==> config.mk <==
export PLATFORM = sky130hd
export DESIGN_NAME = comment_blanking_filter
export DESIGN_NICKNAME = d
export VERILOG_FILES = /design/src/rtl/core/cbf_pkg.sv /design/src/rtl/core/comment_blanking_filter.sv
export SDC_FILE = /design/constraint.sdc
export NUM_CORES = 1
export LEC_CHECK = 0
export BUFFER_PORTS_ARGS = -buffer_cell sky130_fd_sc_hd__buf_2
export CORE_MARGIN = 3
export CORE_UTILIZATION = 30
export DETAILED_ROUTE_END_ITERATION = 16
export PLACE_DENSITY_LB_ADDON = 0.25
export SLEW_MARGIN = 20
export SYNTH_ARGS = -nofsm -noshare
export SYNTH_HDL_FRONTEND = slang
export SYNTH_SLANG_ARGS = --single-unit
==> constraint.sdc <==
create_clock -name clk -period 3.15 [get_ports clk]
set_clock_uncertainty 0.2 [all_clocks]
set_input_delay 0.4725 -clock clk [delete_from_list [all_inputs] [get_ports clk]]
set_output_delay 0.4725 -clock clk [all_outputs]
set_load 0.05 [all_outputs]
==> src/rtl/core/cbf_pkg.sv <==
// ----------------------------------------------------------------------------
// cbf_pkg
// Shared constants and types for the comment blanking filter.
// ----------------------------------------------------------------------------
`default_nettype none

package cbf_pkg;

  // characters
  localparam logic [7:0] CH_SLASH  = 8'h2F;
  localparam logic [7:0] CH_STAR   = 8'h2A;
  localparam logic [7:0] CH_QUOTE  = 8'h22;
  localparam logic [7:0] CH_BSLASH = 8'h5C;
  localparam logic [7:0] CH_LF     = 8'h0A;
  localparam logic [7:0] CH_CR     = 8'h0D;
  localparam logic [7:0] CH_SP     = 8'h20;
  localparam logic [7:0] CH_TAB    = 8'h09;
  localparam logic [7:0] CH_VT     = 8'h0B;
  localparam logic [7:0] CH_FF     = 8'h0C;

  // scan modes
  localparam int unsigned MODE_W = 3;
  localparam logic [MODE_W-1:0] MODE_NORMAL     = 3'd0;
  localparam logic [MODE_W-1:0] MODE_LINE       = 3'd1;
  localparam logic [MODE_W-1:0] MODE_BLOCK      = 3'd2;
  localparam logic [MODE_W-1:0] MODE_BLOCK_STAR = 3'd3;
  localparam logic [MODE_W-1:0] MODE_STRING     = 3'd4;
  localparam logic [MODE_W-1:0] MODE_STRING_ESC = 3'd5;

  // final status codes
  localparam logic [1:0] ST_OK     = 2'd0;
  localparam logic [1:0] ST_BLOCK  = 2'd1;
  localparam logic [1:0] ST_STRING = 2'd2;

  // output queue
  localparam int unsigned QPTR_W = 2;
  localparam int unsigned QDEPTH = 1 << QPTR_W;
  localparam int unsigned QCNT_W = QPTR_W + 1;

  typedef struct packed {
    logic [7:0] data;
    logic       last;
    logic [1:0] status;
  } res_t;

  function automatic logic is_blank(input logic [7:0] b);
    return (b == CH_SP) || (b == CH_TAB) || (b == CH_LF) || (b == CH_VT) || (b == CH_FF);
  endfunction

endpackage

`default_nettype wire

==> src/rtl/core/comment_blanking_filter.sv <==
// ----------------------------------------------------------------------------
// comment_blanking_filter
// Blanks C-style comments out of a byte stream, one byte per unstalled cycle.
// ----------------------------------------------------------------------------
// Input channel: in_valid/in_stall with in_byte and in_last; in_last marks the
// final byte of a text. Output channel: out_valid/out_stall with out_byte,
// out_last and status; status is nonzero only on the out_last beat.
// Each input beat yields one output beat, except that a slash in normal text
// that is not the final byte is held for one byte of lookahead: the slash
// beat yields none and the next beat yields two. Results are registered in
// a 4-entry output queue. The block takes one input beat per cycle while
// in_stall is low; the queue drains one beat per cycle while out_stall is
// low, and in_stall rises when fewer than two entries are free. A stall on
// the output side fills the queue and then stalls the input side; queued
// beats hold until taken. Reset empties the queue and returns the scanner
// to normal text with no slash pending; the scanner, not the queue, is reset
// likewise after every in_last beat, so the next beat starts a new text.
// ----------------------------------------------------------------------------
`default_nettype none

module comment_blanking_filter
  import cbf_pkg::*;
(
  input  wire logic       clk,
  input  wire logic       rst,
  input  wire logic       in_valid,
  output logic            in_stall,
  input  wire logic [7:0] in_byte,
  input  wire logic       in_last,
  output logic            out_valid,
  input  wire logic       out_stall,
  output logic [7:0]      out_byte,
  output logic            out_last,
  output logic [1:0]      status
);

  logic [MODE_W-1:0] mode;
  logic [MODE_W-1:0] mode_next;
  logic              held_slash;
  logic              held_slash_next;

  res_t              queue [QDEPTH];
  logic [QPTR_W-1:0] wr_ptr;
  logic [QPTR_W-1:0] rd_ptr;
  logic [QCNT_W-1:0] count;

  logic              in_acc;
  logic              pop;
  logic [7:0]        b;
  logic [MODE_W-1:0] mode_w;
  logic [MODE_W-1:0] base_mode;
  logic              pre_valid;
  logic [7:0]        pre_byte;
  logic              res_valid;
  logic [7:0]        res_byte;
  logic              hold;
  logic [1:0]        res_status;
  logic [1:0]        push_n;
  logic [QPTR_W-1:0] wr_ptr2;

  assign in_stall  = (count > QCNT_W'(QDEPTH - 2));
  assign out_valid = (count != '0);
  assign in_acc    = in_valid && !in_stall;
  assign pop       = out_valid && !out_stall;

  assign out_byte  = queue[rd_ptr].data;
  assign out_last  = queue[rd_ptr].last;
  assign status    = queue[rd_ptr].status;

  // scanner
  always_comb begin
    b         = (in_byte == CH_CR) ? CH_SP : in_byte;
    mode_w    = mode;
    pre_valid = 1'b0;
    pre_byte  = CH_SLASH;
    res_valid = 1'b1;
    res_byte  = b;
    hold      = 1'b0;
    base_mode = held_slash ? MODE_NORMAL : mode;
    if (held_slash) begin
      pre_valid = 1'b1;
      pre_byte  = ((b == CH_SLASH) || (b == CH_STAR)) ? CH_SP : CH_SLASH;
    end
    if (held_slash && ((b == CH_SLASH) || (b == CH_STAR))) begin
      mode_w   = (b == CH_SLASH) ? MODE_LINE : MODE_BLOCK_STAR;
      res_byte = CH_SP;
    end else begin
      case (base_mode)
        MODE_LINE: begin
          if (b == CH_LF) begin
            mode_w = MODE_NORMAL;
          end else begin
            res_byte = CH_SP;
          end
        end
        MODE_BLOCK, MODE_BLOCK_STAR: begin
          if ((base_mode == MODE_BLOCK_STAR) && (b == CH_SLASH)) begin
            mode_w = MODE_NORMAL;
          end else if (b == CH_STAR) begin
            mode_w = MODE_BLOCK_STAR;
          end else begin
            mode_w = MODE_BLOCK;
          end
          res_byte = is_blank(b) ? b : CH_SP;
        end
        MODE_STRING: begin
          if (b == CH_BSLASH) begin
            mode_w = MODE_STRING_ESC;
          end else if (b == CH_QUOTE) begin
            mode_w = MODE_NORMAL;
          end
        end
        MODE_STRING_ESC: begin
          mode_w = MODE_STRING;
        end
        default: begin
          mode_w = MODE_NORMAL;
          if ((b == CH_SLASH) && !in_last) begin
            hold      = 1'b1;
            res_valid = 1'b0;
          end else if (b == CH_QUOTE) begin
            mode_w = MODE_STRING;
          end
        end
      endcase
    end

    res_status = ST_OK;
    if (in_last) begin
      if ((mode_w == MODE_BLOCK) || (mode_w == MODE_BLOCK_STAR)) begin
        res_status = ST_BLOCK;
      end else if ((mode_w == MODE_STRING) || (mode_w == MODE_STRING_ESC)) begin
        res_status = ST_STRING;
      end
    end

    mode_next       = in_last ? MODE_NORMAL : mode_w;
    held_slash_next = in_last ? 1'b0 : hold;
    push_n          = {1'b0, pre_valid} + {1'b0, res_valid};
    wr_ptr2         = wr_ptr + QPTR_W'(pre_valid);
  end

  always_ff @(posedge clk) begin
    if (rst) begin
      mode       <= MODE_NORMAL;
      held_slash <= 1'b0;
    end else if (in_acc) begin
      mode       <= mode_next;
      held_slash <= held_slash_next;
    end
  end

  // output queue
  always_ff @(posedge clk) begin
    if (in_acc && pre_valid) begin
      queue[wr_ptr] <= '{data: pre_byte, last: 1'b0, status: ST_OK};
    end
    if (in_acc && res_valid) begin
      queue[wr_ptr2] <= '{data: res_byte, last: in_last, status: res_status};
    end
  end

  always_ff @(posedge clk) begin
    if (rst) begin
      wr_ptr <= '0;
      rd_ptr <= '0;
      count  <= '0;
    end else begin
      if (in_acc) begin
        wr_ptr <= wr_ptr + QPTR_W'(push_n);
      end
      if (pop) begin
        rd_ptr <= rd_ptr + QPTR_W'(1);
      end
      count <= count + (in_acc ? QCNT_W'(push_n) : '0) - QCNT_W'(pop);
    end
  end

  // checks
  a_count_bound: assert property (@(posedge clk) disable iff (rst)
    count <= QCNT_W'(QDEPTH))
    else $error("output queue overflow");

  a_held_in_normal: assert property (@(posedge clk) disable iff (rst)
    held_slash |-> (mode == MODE_NORMAL))
    else $error("slash held outside normal text");

  a_last_resets: assert property (@(posedge clk) disable iff (rst)
    (in_acc && in_last) |=> (!held_slash && (mode == MODE_NORMAL)))
    else $error("scanner not back to normal after final beat");

  a_status_only_last: assert property (@(posedge clk) disable iff (rst)
    (out_valid && !out_last) |-> (status == ST_OK))
    else $error("status reported on a non-final beat");

endmodule

`default_nettype wire

==> flow_summary.toml <==
[run_status]
outcome = "completed"

[clocking]
cts-root-buf = "clkbuf_8"
clkSlewWorstSetupHoldPaths_ns = 0.06
clock-sinks = 57
ctsHoldBuffers = 0
clockBufferDepth = 2
cts_buffers = 9
clk_latency_ns = 0.33
cts_tree = "yes"
htree_levels = 3

[routing]
first_pass_iters = 6
drc = 0
ant_nets = 0
num_vias = 2035
drt_wl_total_um = 6520
drt-vias-per-instance = 4.75
dr.first_iter.drc_count = 72
avgRoutedWirePerCell_um = 15.2

[timing]
max_freq_ghz = 0.327
fin_ws_ns = 0.0944
tightest_slew_ns = 0.576
period_share = 0.970
tns_ns = 0
slew_viol_final = 0
max_slew_margin = 0.615
hold_viol = 0
post-route-min-period_ns = 3.06
timing.hold.ws_ns = 0.245
setup_violations = 0
rsz0062_at_grt = "true"

[critical_path]
end_kind = "register"
worst-path-buf-inv = 3
cp_common_cell = "ha_4"
required_ns = 3.17
crit_path_start_kind = "register"
path_max_fanout = 2
worstPathArrival_ns = 3.08
r2r_slack_ns = 0.09
cpMaxStageDelayCell = "or3_4"
cp_slowest_stage_delay_ns = 0.39
criticalPathCategory = "reg -> reg"
cp_top_family = "adder cells"
path_cells = "or3_4 -> a2111oi_4 -> inv_1 -> ha_4 -> nand2_4 -> ha_4 -> inv_2 -> ha_4 -> inv_2 -> fa_2 -> xnor2_2 -> xnor2_1 -> nor2_1"

[synthesis]
synth_area_mm2 = 0.00293
synth-async-reset-ratio = 0
synth_seq_cells = 57
avgSynthCellArea_um2 = 11.7
synth_edf_count = 44
yosys_warnings = 0
synth_fp_nets = 270
ys.flop_type = "edfxtp_1"
syn_inst = 250
synth_seq_area_share = 0.540
synth_cell_type_count = 49

[place]
post-place-ws_ns = -0.222
place.gp.congestion = 0.781
portBuffers = 25
postPlaceCellArea_mm2 = 0.00329
dp_hpwl_um = 4680
dp.cells = 411

[pwr]
p_sw_frac = 0.344
p_sw_mw = 0.886
p_int_mw = 1.69
ir_worst_vdd_v = 0.000268
fin_total_pwr_mw = 2.58
seqPwrFrac = 0.368
p_per_area_mw_per_mm2 = 719
pwr-share-comb = 0.333
leakage_nw = 1.24
p_clk_frac = 0.298

[floorplan]
core_region_area_mm2 = 0.00937
die_area_mm2 = 0.0110
fp-row-count = 35
io_pins = 26
die_h_um = 105
start_util = 0.312
die_x_um = 105

[global_routing]
grt_pass1_vias = 2177
grt_util_all_layers = 0.127
grt_overflow = 0
antenna_found_initial = 0
grt_max_degree = 12
grt_pass1_wl_um = 10900

[hold_path]
hold_class = "in -> reg"

[final_layout]
design_area_mm2 = 0.00359
areaGrowthSynthToFinish_pct = 22.5
nNetsFinal = 314
drive_gt1_frac = 0.311
antenna_cells = 0
fin_util = 0.383
fin_cells = 428

[flow_run]
maxCapViolCount = 0
[metal layers]
| metal | global-route usage | routed length, um | vias to the layer above |
|---|---|---|---|
| li1 | - | - | 1006 |
| met2 | 0.205 | 3200 | 35 |
| met4 | 0.0450 | 121 | 0 |
| met3 | 0.0321 | 209 | 9 |
| met1 | 0.165 | 2990 | 985 |
| met5 | 0 | 0 | - |
[cell type report]
type                            count  area, um^2
Inverter                            8        30.0
Tap cell                          129         161
Fill cell                         964        5780
Clock buffer                       13         159
Timing Repair Buffer               47         290
Multi-Input combinational cell    171        1300
Clock inverter                      3        63.8
Sequential cell                    57        1580
[synthesized netlist by cell type, types with 2 or more instances]
cell / number / share of area
or4_1: 2 / 0.0051
xor2_1: 3 / 0.0090
o31ai_1: 2 / 0.0051
nor2b_1: 2 / 0.0043
buf_6: 2 / 0.0077
o211ai_1: 2 / 0.0051
xnor2_1: 6 / 0.018
a21oi_1: 6 / 0.010
nand2_2: 2 / 0.0043
nor3_1: 8 / 0.014
mux4_2: 11 / 0.085
clkbuf_1: 3 / 0.0038
buf_2: 7 / 0.012
edfxtp_1: 44 / 0.45
nand4_1: 7 / 0.015
ha_1: 6 / 0.026
nor2_1: 31 / 0.040
dfxtp_1: 13 / 0.089
nand2_1: 36 / 0.046
or2_1: 2 / 0.0043
inv_1: 8 / 0.010
and3_1: 2 / 0.0043
nand3_1: 4 / 0.0068
or3_1: 7 / 0.015
nand4b_1: 4 / 0.012
nor3b_1: 2 / 0.0051
o21ai_0: 6 / 0.010
[worst register-to-register path, stage by stage (launching register included)]
cell,delay [ns]
dfxtp_2,0.32
or3_4,0.39
a2111oi_4,0.38
inv_1,0.13
ha_4,0.30
nand2_4,0.05
ha_4,0.24
inv_2,0.06
ha_4,0.12
inv_2,0.03
fa_2,0.37
xnor2_2,0.18
xnor2_1,0.13
nor2_1,0.06
[layout by cell type, fill, tap and decap left out, types with 3 or more instances in the layout]
cell and count:
o21ai_0 6, ha_4 3, or3_1 6, buf_2 25, nor3_1 8, mux4_2 11
nand2_1 35, a21oi_1 6, nand3_1 4, ha_1 3, xnor2_1 5, nor2_1 31
dfxtp_1 11, buf_4 22, nand4_1 7, edfxtp_1 44, xor2_1 3, inv_1 6
nand4b_1 4, clkbuf_8 11
[timing repair]
| item | 4_1_cts | 5_1_grt |
|---|---|---|
| setup endpoints to repair | 0 | 1 |
| setup buffers | 0 | 1 |
| endpoints found under the hold margin | 0 | 0 |
| resized for setup | 0 | 13 |
[worst paths after layout]
path                         from                   end  cells after the start
max reg2reg  mode[1]$_SDFFE_PP0P_   count[2]$_SDFF_PP0_                     13
min reg2reg  mode[2]$_SDFFE_PP0P_  mode[2]$_SDFFE_PP0P_                      2
min                           rst   count[2]$_SDFF_PP0_                      2
max          mode[1]$_SDFFE_PP0P_   count[2]$_SDFF_PP0_                     13
[power by group through the flow]
| stage | clock network (mW) | logic [mW] | registers (mW) |
|---|---|---|---|
| detailed placement | 0 | 0.836 | 0.965 |
| global route | 0.822 | 0.943 | 0.960 |
| global placement | 0 | 0.828 | 0.960 |
| floorplan | 0 | 0.659 | 0.944 |
| CTS | 0.785 | 0.837 | 0.948 |
| finish | 0.770 | 0.859 | 0.950 |
[flip-flops by register name, summed over array words and instances, names as in the netlist, named ones only]
signal,cells
count,3
held_slash,1
mode,3
queue,44
rd_ptr,2
wr_ptr,2
[cells by family after synthesis]
logic type / Yosys count / share of synthesized area
mux: 11 / 0.0846
xor+xnor: 9 / 0.0269
simple gates: 120 / 0.212
flops: 57 / 0.540
buf+inv: 22 / 0.0367
compound gates: 24 / 0.0667
fa+ha+maj: 7 / 0.0325
No activity file was read; power rests on OpenSTA's default activity.
